==> src/rtl/sat_pkg.sv <==
// Shared types and constants for the section address translator.
package sat_pkg;

   // Default table depth
   localparam int SAT_MAX_SECTIONS = 16;

   // Register file: two registers at byte addresses 0 and 4
   localparam int          CSR_AW      = 3;
   localparam logic        CSR_ALIGN   = 1'b0;
   localparam logic        CSR_COUNT   = 1'b1;
   localparam logic [31:0] ALIGN_RESET = 32'd4096;

   // Request function codes
   localparam logic FUNC_WRITE = 1'b0;
   localparam logic FUNC_XLATE = 1'b1;

   // One section table entry
   typedef struct packed {
      logic [31:0] vstart;
      logic [31:0] vsize;
      logic [31:0] raw;
   } entry_type;

   // Operands for the shared adder and comparator
   typedef struct packed {
      logic [31:0] add_a;
      logic [31:0] add_b;
      logic        add_sub;
      logic [31:0] cmp_a;
      logic [31:0] cmp_b;
   } alu_req_type;

   // Adder sum, carry out and comparator result (cmp_a < cmp_b)
   typedef struct packed {
      logic [31:0] sum;
      logic        carry;
      logic        less;
   } alu_res_type;

   // Walk sequencer states
   typedef enum logic [2:0] {
      ST_IDLE,
      ST_FETCH,
      ST_ROUND,
      ST_BOUND,
      ST_CHECK,
      ST_APPLY,
      ST_DONE
   } state_type;

endpackage

==> src/rtl/sat_alu.sv <==
// Shared 32-bit add/subtract unit with an unsigned less-than comparator.
module sat_alu (
   input  sat_pkg::alu_req_type req,
   output sat_pkg::alu_res_type res
);

   logic [31:0] b_op;
   logic [32:0] sum_wide;

   // Subtract as a + ~b + 1
   assign b_op     = req.add_sub ? ~req.add_b : req.add_b;
   assign sum_wide = {1'b0, req.add_a} + {1'b0, b_op} + {32'd0, req.add_sub};

   assign res.sum   = sum_wide[31:0];
   assign res.carry = sum_wide[32];
   assign res.less  = req.cmp_a < req.cmp_b;

endmodule

==> src/rtl/section_address_translator.sv <==
// Top level of the section address translator: table, sequencer and register port.
//
//  channel  ports                          handshake
//  request  start, busy, req_*             taken when start is high and busy is low
//  response rsp_valid, rsp_*               one-cycle strobe, cannot be stalled
//  control  psel, penable, pwrite, paddr,  APB-style, pready always high
//           pwdata, prdata, pready
//
// A write request keeps busy low. A translate request walks
// N = min(section_count, MAX_SECTIONS) entries through one shared adder and
// comparator, in five steps per entry (table read, size rounding, end address,
// range check, offset add); busy stays high through the walk and the DONE state,
// in which the response strobe comes. Reset clears the sequencer and the registers;
// the table holds nothing defined until its entries are written.
module section_address_translator #(
   parameter int MAX_SECTIONS = sat_pkg::SAT_MAX_SECTIONS
) (
   input  logic                       clock,
   input  logic                       reset,
   // request
   input  logic                       start,
   output logic                       busy,
   input  logic                       req_func,
   input  logic [3:0]                 req_entry_index,
   input  logic [31:0]                req_entry_virtual_start,
   input  logic [31:0]                req_entry_virtual_size,
   input  logic [31:0]                req_entry_raw_offset,
   input  logic [31:0]                req_lookup_address,
   // response
   output logic                       rsp_valid,
   output logic [31:0]                rsp_file_offset,
   output logic                       rsp_found,
   // control registers
   input  logic                       psel,
   input  logic                       penable,
   input  logic                       pwrite,
   input  logic [sat_pkg::CSR_AW-1:0] paddr,
   input  logic [31:0]                pwdata,
   output logic [31:0]                prdata,
   output logic                       pready
);

   localparam int IDX_W = (MAX_SECTIONS > 1) ? $clog2(MAX_SECTIONS) : 1;
   localparam int CNT_W = $clog2(MAX_SECTIONS + 1);

   sat_pkg::state_type   state_ff, state_in;
   logic [CNT_W-1:0]     cnt_ff, cnt_in;
   logic [CNT_W-1:0]     lim_ff, lim_in;
   logic [CNT_W-1:0]     lim_req;
   logic [31:0]          addr_ff, addr_in;
   logic [31:0]          rnd_ff, rnd_in;
   logic                 ge_ff, ge_in;
   logic                 carry_ff, carry_in;
   logic [31:0]          end_ff, end_in;
   logic [31:0]          diff_ff, diff_in;
   logic                 hit_ff, hit_in;
   logic [31:0]          result_ff, result_in;
   logic                 found_ff, found_in;
   logic [31:0]          align_ff, align_in;
   logic [31:0]          mask_ff, mask_in;
   logic [4:0]           count_ff, count_in;

   sat_pkg::entry_type   mem [MAX_SECTIONS];
   sat_pkg::entry_type   rd_ff;
   sat_pkg::entry_type   wr_entry;
   logic                 accept;
   logic                 mem_we;
   logic                 csr_we;
   sat_pkg::alu_req_type alu_req;
   sat_pkg::alu_res_type alu_res;

   assign accept = start && !busy;
   assign csr_we = psel && penable && pwrite && pready;
   assign pready = 1'b1;

   // Table write; indexes beyond the table are dropped
   assign mem_we = accept && (req_func == sat_pkg::FUNC_WRITE) &&
                   ({28'd0, req_entry_index} < 32'(MAX_SECTIONS));
   assign wr_entry.vstart = req_entry_virtual_start;
   assign wr_entry.vsize  = req_entry_virtual_size;
   assign wr_entry.raw    = req_entry_raw_offset;

   always_ff @(posedge clock) begin
      if (mem_we) begin
         mem[IDX_W'(req_entry_index)] <= wr_entry;
      end
   end

   // Registered read at the walk counter
   always_ff @(posedge clock) begin
      rd_ff <= mem[cnt_ff[IDX_W-1:0]];
   end

   // Entries taking part in a walk
   assign lim_req = ({27'd0, count_ff} > 32'(MAX_SECTIONS)) ? CNT_W'(MAX_SECTIONS)
                                                            : CNT_W'(count_ff);

   sat_alu u_alu (
      .req (alu_req),
      .res (alu_res)
   );

   // Register read
   always_comb begin
      unique case (paddr[2])
         sat_pkg::CSR_ALIGN: prdata = align_ff;
         sat_pkg::CSR_COUNT: prdata = {27'd0, count_ff};
         default:            prdata = 32'd0;
      endcase
   end

   // Sequencer: operand selection, next state and register updates
   always_comb begin
      state_in  = state_ff;
      cnt_in    = cnt_ff;
      lim_in    = lim_ff;
      addr_in   = addr_ff;
      rnd_in    = rnd_ff;
      ge_in     = ge_ff;
      carry_in  = carry_ff;
      end_in    = end_ff;
      diff_in   = diff_ff;
      hit_in    = hit_ff;
      result_in = result_ff;
      found_in  = found_ff;
      align_in  = align_ff;
      mask_in   = mask_ff;
      count_in  = count_ff;
      alu_req   = '0;

      // Register writes; the mask is kept alongside the alignment
      if (csr_we) begin
         unique case (paddr[2])
            sat_pkg::CSR_ALIGN: begin
               align_in = pwdata;
               mask_in  = pwdata - 32'd1;
            end
            sat_pkg::CSR_COUNT: count_in = pwdata[4:0];
            default:            count_in = count_ff;
         endcase
      end

      unique case (state_ff)
         sat_pkg::ST_IDLE: begin
            if (accept && (req_func == sat_pkg::FUNC_XLATE)) begin
               addr_in   = req_lookup_address;
               lim_in    = lim_req;
               cnt_in    = '0;
               result_in = 32'd0;
               found_in  = 1'b0;
               state_in  = (lim_req == '0) ? sat_pkg::ST_DONE : sat_pkg::ST_FETCH;
            end
         end
         // Table read in flight
         sat_pkg::ST_FETCH: state_in = sat_pkg::ST_ROUND;
         // Round size up to the alignment; check addr >= start
         sat_pkg::ST_ROUND: begin
            alu_req.add_a = rd_ff.vsize & ~mask_ff;
            alu_req.add_b = align_ff;
            alu_req.cmp_a = addr_ff;
            alu_req.cmp_b = rd_ff.vstart;
            rnd_in   = ((rd_ff.vsize & mask_ff) != 32'd0) ? alu_res.sum : rd_ff.vsize;
            ge_in    = !alu_res.less;
            state_in = sat_pkg::ST_BOUND;
         end
         // End address; a carry means the range wraps and matches nothing
         sat_pkg::ST_BOUND: begin
            alu_req.add_a = rd_ff.vstart;
            alu_req.add_b = rnd_ff;
            carry_in = alu_res.carry;
            end_in   = alu_res.sum;
            state_in = sat_pkg::ST_CHECK;
         end
         // Offset into the section; check addr < end
         sat_pkg::ST_CHECK: begin
            alu_req.add_a   = addr_ff;
            alu_req.add_b   = rd_ff.vstart;
            alu_req.add_sub = 1'b1;
            alu_req.cmp_a   = addr_ff;
            alu_req.cmp_b   = end_ff;
            diff_in  = alu_res.sum;
            hit_in   = ge_ff && !carry_ff && alu_res.less;
            state_in = sat_pkg::ST_APPLY;
         end
         // Later matches override earlier ones
         sat_pkg::ST_APPLY: begin
            alu_req.add_a = diff_ff;
            alu_req.add_b = rd_ff.raw;
            if (hit_ff) begin
               result_in = alu_res.sum;
               found_in  = 1'b1;
            end
            cnt_in   = cnt_ff + CNT_W'(1);
            state_in = (cnt_in == lim_ff) ? sat_pkg::ST_DONE : sat_pkg::ST_FETCH;
         end
         sat_pkg::ST_DONE: state_in = sat_pkg::ST_IDLE;
         default:          state_in = sat_pkg::ST_IDLE;
      endcase
   end

   // Control registers
   always_ff @(posedge clock) begin
      if (reset) begin
         state_ff <= sat_pkg::ST_IDLE;
         align_ff <= sat_pkg::ALIGN_RESET;
         mask_ff  <= sat_pkg::ALIGN_RESET - 32'd1;
         count_ff <= 5'd0;
      end else begin
         state_ff <= state_in;
         align_ff <= align_in;
         mask_ff  <= mask_in;
         count_ff <= count_in;
      end
   end

   // Datapath registers
   always_ff @(posedge clock) begin
      cnt_ff    <= cnt_in;
      lim_ff    <= lim_in;
      addr_ff   <= addr_in;
      rnd_ff    <= rnd_in;
      ge_ff     <= ge_in;
      carry_ff  <= carry_in;
      end_ff    <= end_in;
      diff_ff   <= diff_in;
      hit_ff    <= hit_in;
      result_ff <= result_in;
      found_ff  <= found_in;
   end

   assign busy            = (state_ff != sat_pkg::ST_IDLE);
   assign rsp_valid       = (state_ff == sat_pkg::ST_DONE);
   assign rsp_file_offset = result_ff;
   assign rsp_found       = found_ff;

endmodule
==> config.mk <==
export PLATFORM = sky130hd
export DESIGN_NAME = section_address_translator
export DESIGN_NICKNAME = d
export VERILOG_FILES = /design/src/rtl/sat_pkg.sv /design/src/rtl/sat_alu.sv /design/src/rtl/section_address_translator.sv
export SDC_FILE = /design/constraint.sdc
export NUM_CORES = 2
export LEC_CHECK = 0
export ABC_AREA = 1
export BUFFER_PORTS_ARGS = -buffer_cell sky130_fd_sc_hd__clkbuf_2
export CAP_MARGIN = 20
export CORE_ASPECT_RATIO = 1.25
export CORE_MARGIN = 10
export CORE_UTILIZATION = 55
export CTS_CLUSTER_SIZE = 14
export DETAILED_ROUTE_END_ITERATION = 7
export PLACE_DENSITY = 0.83
export SLEW_MARGIN = 0
export SYNTH_ARGS = -nofsm -noshare
export SYNTH_HDL_FRONTEND = slang
export SYNTH_SLANG_ARGS = --single-unit
==> constraint.sdc <==
create_clock -name clock -period 11.02 [get_ports clock]
set_clock_uncertainty 0.2 [all_clocks]
set_input_delay 2.204 -clock clock [delete_from_list [all_inputs] [get_ports clock]]
set_output_delay 2.204 -clock clock [all_outputs]
set_load 0.005 [all_outputs]
# Word-level counts from Yosys, hierarchy flattened
# Memories as Yosys holds them, arrays and structs flattened. A register that Yosys moved wholly into a read port is not among the register bits.
# Index checks and enable logic that the tools add are counted.
# word_totals
reg_bits	246
mem_bits_rw	1536
in_bits	174
output_inout_bits	68
word_cells	78
memories	1
# classes
add_sub_neg	4
order_cmp	2
eq_ne	9
muxes	21
bitwise	6
reduce_logical	20
# memory_table
name	words	word_bits	read_ports	rd_clocked_by_memory_dff	wr	line	text
mem	16	96	1	1	1	section_address_translator.sv:63	sat_pkg::entry_type mem [MAX_SECTIONS];
# ops
op	count
$pmux 64 s4	1
$mux 32	4
$pmux 32 s2	2
$pmux 64 s2	1
$and 32x32->32	2
$not 32->32	2
$add 32x32->33	1
$add 33x1->33	1
$lt 32x32->1	1
$reduce_bool 32->1	1
$sub 32x1->32 const B	1
$pmux 3 s6	1
$mux 5	2
$pmux 5 s2	1
$eq 3x3->1 const B	3
$mux 3	3
$reduce_and 2->1	4
$logic_and 1x1->1	7
$eq 3x2->1 const B	2
$add 5x1->5 const B	1
$eq 5x5->1	1
$gt 5x5->1 const B	1
$logic_not 5->1	1
$mux 1	5
9 further kinds	13

# Longest topological paths before layout
# depth
word_depth	9
mapped_depth	22
mapped_depth_nobuf	20

# Hierarchy
# From an unflattened synthesis, not the netlist that was laid out.
# unflattened
hier_cells	6456
hier_area_um2	77043.9
# modules_own_cells
mod	n_inst	cells_per_inst	area_per_inst_um2	seq_area_each_um2
section_address_translator	1	5849	73676.9	54712.5
sat_alu	1	607	3367.0	0.0

# Least setup slack after synthesis
# No wires, ideal clock.
# synth_timing
path_type	input port to flip-flop
from	input start
to	memory mem[0][0] (netlist bit) (enable)
setup_ns	0.552
arrival_time_ns	6.583
required_time_ns	10.268
path_slack_ns	3.685
cell_stages	4
path_buffers	0
cell_sequence	nand2_1 -> nor2_1 -> nand3_1 -> nor2_1
# synth_via
elab_chain_cells	4
# synth_rtl
element	line	text
start: declaration	section_address_translator.sv:21	input logic start,
$logic_and 1x1->1	section_address_translator.sv:72	assign accept = start && !busy;
$logic_and 1x1->1	section_address_translator.sv:77	assign mem_we = accept && (req_func == sat_pkg::FUNC_WRITE) &&
$mux 1	section_address_translator.sv:84	if (mem_we) begin
$mux 1 (not written as such)	section_address_translator.sv:85	mem[IDX_W'(req_entry_index)] <= wr_entry;
end: declaration	section_address_translator.sv:63	
# Every way passes these cells.

# Worst setup path after layout
# layout_timing
from	input paddr[2] (netlist bit)
to	output prdata[1]
# layout_via
elab_chain_cells	2
# layout_rtl
element	line	text
start: declaration	section_address_translator.sv:37	input logic [sat_pkg::CSR_AW-1:0] paddr,
$not 1->1 (no source line)	n/a	
$pmux 32 s2 (*)	section_address_translator.sv:105	unique case (paddr[2])
end: declaration	section_address_translator.sv:39	output logic [31:0] prdata,
# Every way passes the cells marked *; elsewhere a longest branch is shown, timed or not.

==> metrics.yaml <==
outcome:
  status: "finished clean"
power_and_ir_drop:
  power_w: 0.0186
  internal_power_w: 0.0127
  pwr-share-comb_pct: 22.8
  ir_drop_mv: 0.146
  switchingPower_w: 0.00585
  pwr-share-clk_pct: 30.6
  seq_power_share_pct: 46.6
  p_leak_nw: 28.3
  swShare_pct: 31.5
  p_per_area_mw_per_mm2: 222
logic_synthesis:
  seq_area_frac_synth_pct: 72.3
  avgSynthCellArea_um2: 12.1
  synth_warnings: 0
  synth_area_mm2: 0.0757
  synthArstFlopShare_pct: 0
  yosysTopAreaCellShare_pct: 67.9
  synth_edf_count: 1710
  synth-seq-cells: 1878
  yosysUniqueCellTypes: 49
  synth_top_area_cell: "edfxtp_1"
  synth_nets: 6508
  syn-instance-count: 6269
  synth_ff_type: "edfxtp_1"
  ys_top_cells_by_area: "edfxtp_1 68%, o21ai_0 6.9%, nor2_1 5.7%"
drt:
  vias_per_cell: 6.35
  drtAntennaViolNets: 0
  drc_errors: 0
  drt_iter0_markers: 7989
  wirelength_um: 209000
  wl_per_cell_um: 25.3
  dr.pass1.iters: 6
  routed-via-count: 52500
final_layout:
  seq_area_mm2: 0.0547
  multi_input_area_mm2: 0.0185
  final.fill_count: 9658
  fin_area_mm2: 0.0837
  syn2layout_area_growth_pct: 10.7
  drive_gt1_share_pct: 9.13
  instances_no_fill: 8276
  layout.nets: 6585
global_routing:
  grt_pass1_vias: 50800
  gr-total-overflow: 0
  grt_max_degree: 193
  antenna_found_initial: 42
  grt_usage_pct: 26.5
  grt_pass1_wl_um: 308000
cts:
  post-cts-setup-buffer-count: 0
  clk_latency_ps: 830
  cts_sinks: 1878
  cts_made_buffers: 167
  cts_tree: "done"
  clockRootBuffer: "clkbuf_16"
  clk_pin_slew_ps: 60
  ctsLongestPathBuffers: 3
  cts_hold_buf: 0
  h-tree-depth: 4
  cts_resized: 0
timing:
  tns_ps: 0
  slew_violations: 0
  timing.fmax_ghz: 0.175
  relSlewSlack_pct: 22.2
  fin_crit_sh_pct: 51.9
  fin_crit_ps: 5720
  finalHoldViolCount: 0
  setup_viol: 0
  worst_pin_slew_ps: 1170
  final.setup.worst_slack_ps: 5300
  rsz0062_at_grt: "false"
critical_path:
  arrival_ps: 3320
  r2r_cells: 9
  rrSetupSlack_ps: 6000
  worstSetupPathType: "in2out"
  critPathLaunch: "paddr[2]"
  endpoint: "prdata[1]"
  r2r-end: "mem[7][81]$_DFFE_PP_"
  worst_ep_required_time_ps: 8620
  start_kind: "input pin"
  cp-end-kind: "primary output"
  crit_fanout: 31
  timing.rr.start: "state_ff[0]$_SDFFE_PP0P_"
floorplan:
  coreArea_mm2: 0.137
  start_util_pct: 55.3
  die_h_um: 435
  die-area_mm2: 0.153
  die_w_um: 352
  fp-row-count: 152
  ios: 242
placement:
  place_hpwl_um: 118000
  placedCellCount: 7948
  dpl_cell_area_mm2: 0.0784
  place_ws_ps: 4730
  place.gp.congestion: 0.945
  placement.io_buffers: 238
job:
  cap_violations: 0
min_path:
  hold_path_class: "reg2reg"
[metrics by stage]
stage | hold WS, ps | utilization (%)
after floorplan | 241 | -
after global placement | 248 | 57.2
after detailed placement | 259 | 57.2
after CTS | 273 | 61.1
after global routing | 303 | 61.1
final | 280 | 61.2
[layout make-up]
cell class / instances / share of cell area (%)
Sequential cell: 1878 / 65.3
Multi-Input combinational cell: 3719 / 22.1
Clock buffer: 259 / 5.61
Tap cell: 1771 / 2.65
Timing Repair Buffer: 305 / 2.20
Inverter: 275 / 1.27
Clock inverter: 47 / 0.747
Antenna cell: 22 / 0.0657
[cell families after synthesis]
logic type / Yosys count / synth area share, %
flip-flops: 1878 / 72.3
XOR/XNOR: 33 / 0.412
AO/OA/AOI/OAI: 1790 / 13.2
AND/OR/NAND/NOR: 1830 / 9.61
adder cells (fa/ha/maj): 65 / 1.08
other: 1 / 0.00496
buffers and inverters: 672 / 3.41
[power by group through the flow]
stage          Combinational (W)  Clock (W)  Sequential (W)
2_1_floorplan            0.00267          0         0.00869
4_1_cts                  0.00414    0.00570         0.00864
6_report                 0.00423    0.00569         0.00865
3_5_place_dp             0.00410          0         0.00878
5_1_grt                  0.00459    0.00598         0.00867
3_3_place_gp             0.00397          0         0.00877
[metal layers]
layer / track usage [%] / vias to the layer above / wire, µm
met5: 0 / - / 220
li1: - / 23000 / -
met2: 42.0 / 3651 / 99400
met4: 15.5 / 34 / 11700
met3: 6.07 / 630 / 25000
met1: 33.2 / 25200 / 73100
[cells in the mapped netlist, types with 16 or more instances]
| cell type | count |
|---|---|
| edfxtp_1 | 1710 |
| nor2_1 | 1140 |
| o21ai_0 | 1048 |
| nand2_1 | 505 |
| o22ai_1 | 464 |
| clkbuf_1 | 341 |
| inv_1 | 271 |
| dfxtp_1 | 168 |
| a21oi_1 | 125 |
| nand3_1 | 87 |
| ha_1 | 64 |
| buf_2 | 39 |
| o2111ai_1 | 31 |
| a22oi_1 | 27 |
| a41oi_1 | 24 |
| nor3_1 | 24 |
| xor2_1 | 21 |
| nand2_2 | 16 |
[registers in the layout (all words and copies together), names as in the netlist]
| register | count |
|---|---|
| mem | 1536 |
| addr_ff | 32 |
| mask_ff | 32 |
| ge_ff | 1 |
| carry_ff | 1 |
| rsp_found | 1 |
| diff_ff | 32 |
| cnt_ff | 5 |
| hit_ff | 1 |
| rsp_file_offset | 32 |
| end_ff | 32 |
| lim_ff | 5 |
| state_ff | 3 |
| align_ff | 32 |
| rnd_ff | 32 |
| rd_ff | 96 |
| count_ff | 5 |
[placed cells by master (no fill, tap or decap), types with 6 or more instances in the layout]
| cell | n |
|---|---|
| o21a_1 | 7 |
| clkinv_1 | 19 |
| clkbuf_16 | 168 |
| nor3_1 | 23 |
| nand2_1 | 503 |
| bufinv_16 | 7 |
| o2111ai_1 | 31 |
| a21o_1 | 8 |
| inv_1 | 263 |
| nor2_4 | 17 |
| xor2_1 | 21 |
| o22ai_1 | 464 |
| nor4_1 | 9 |
| clkbuf_8 | 15 |
| nand2_2 | 18 |
| nand2_4 | 6 |
| o21ai_1 | 6 |
| a31oi_1 | 15 |
| diode_2 | 22 |
| dfxtp_1 | 168 |
| a41oi_1 | 24 |
| a211oi_1 | 14 |
| buf_12 | 12 |
| ha_1 | 64 |
| edfxtp_1 | 1710 |
| clkbuf_2 | 238 |
| nand3b_1 | 8 |
| nor2_2 | 8 |
| xnor2_1 | 9 |
| nand4_1 | 14 |
| a22oi_1 | 27 |
| clkinv_2 | 7 |
| a21oi_1 | 125 |
| o21ai_0 | 1048 |
| nor2_1 | 1123 |
| nand3_1 | 87 |
| clkbuf_1 | 76 |
| buf_4 | 55 |
[how the worst min path moves through the flow]
stage	start	slack, ps	endpoint	depth (start not counted)
after floorplan	align_ff[0]$_SDFFE_PP0P_	240	align_ff[0]$_SDFFE_PP0P_	1
after global placement	align_ff[0]$_SDFFE_PP0P_	250	align_ff[0]$_SDFFE_PP0P_	1
after detailed placement	align_ff[0]$_SDFFE_PP0P_	260	align_ff[0]$_SDFFE_PP0P_	1
after CTS	align_ff[0]$_SDFFE_PP0P_	270	align_ff[0]$_SDFFE_PP0P_	1
after global routing	align_ff[0]$_SDFFE_PP0P_	300	align_ff[0]$_SDFFE_PP0P_	1
final	align_ff[0]$_SDFFE_PP0P_	280	align_ff[0]$_SDFFE_PP0P_	1
[worst max-delay path, stage by stage]
cell and delay, ps:
clkbuf_2 80, buf_4 340, clkinv_1 280, o21ai_0 250, clkbuf_2 150
No activity file was read; power rests on OpenSTA's default activity.
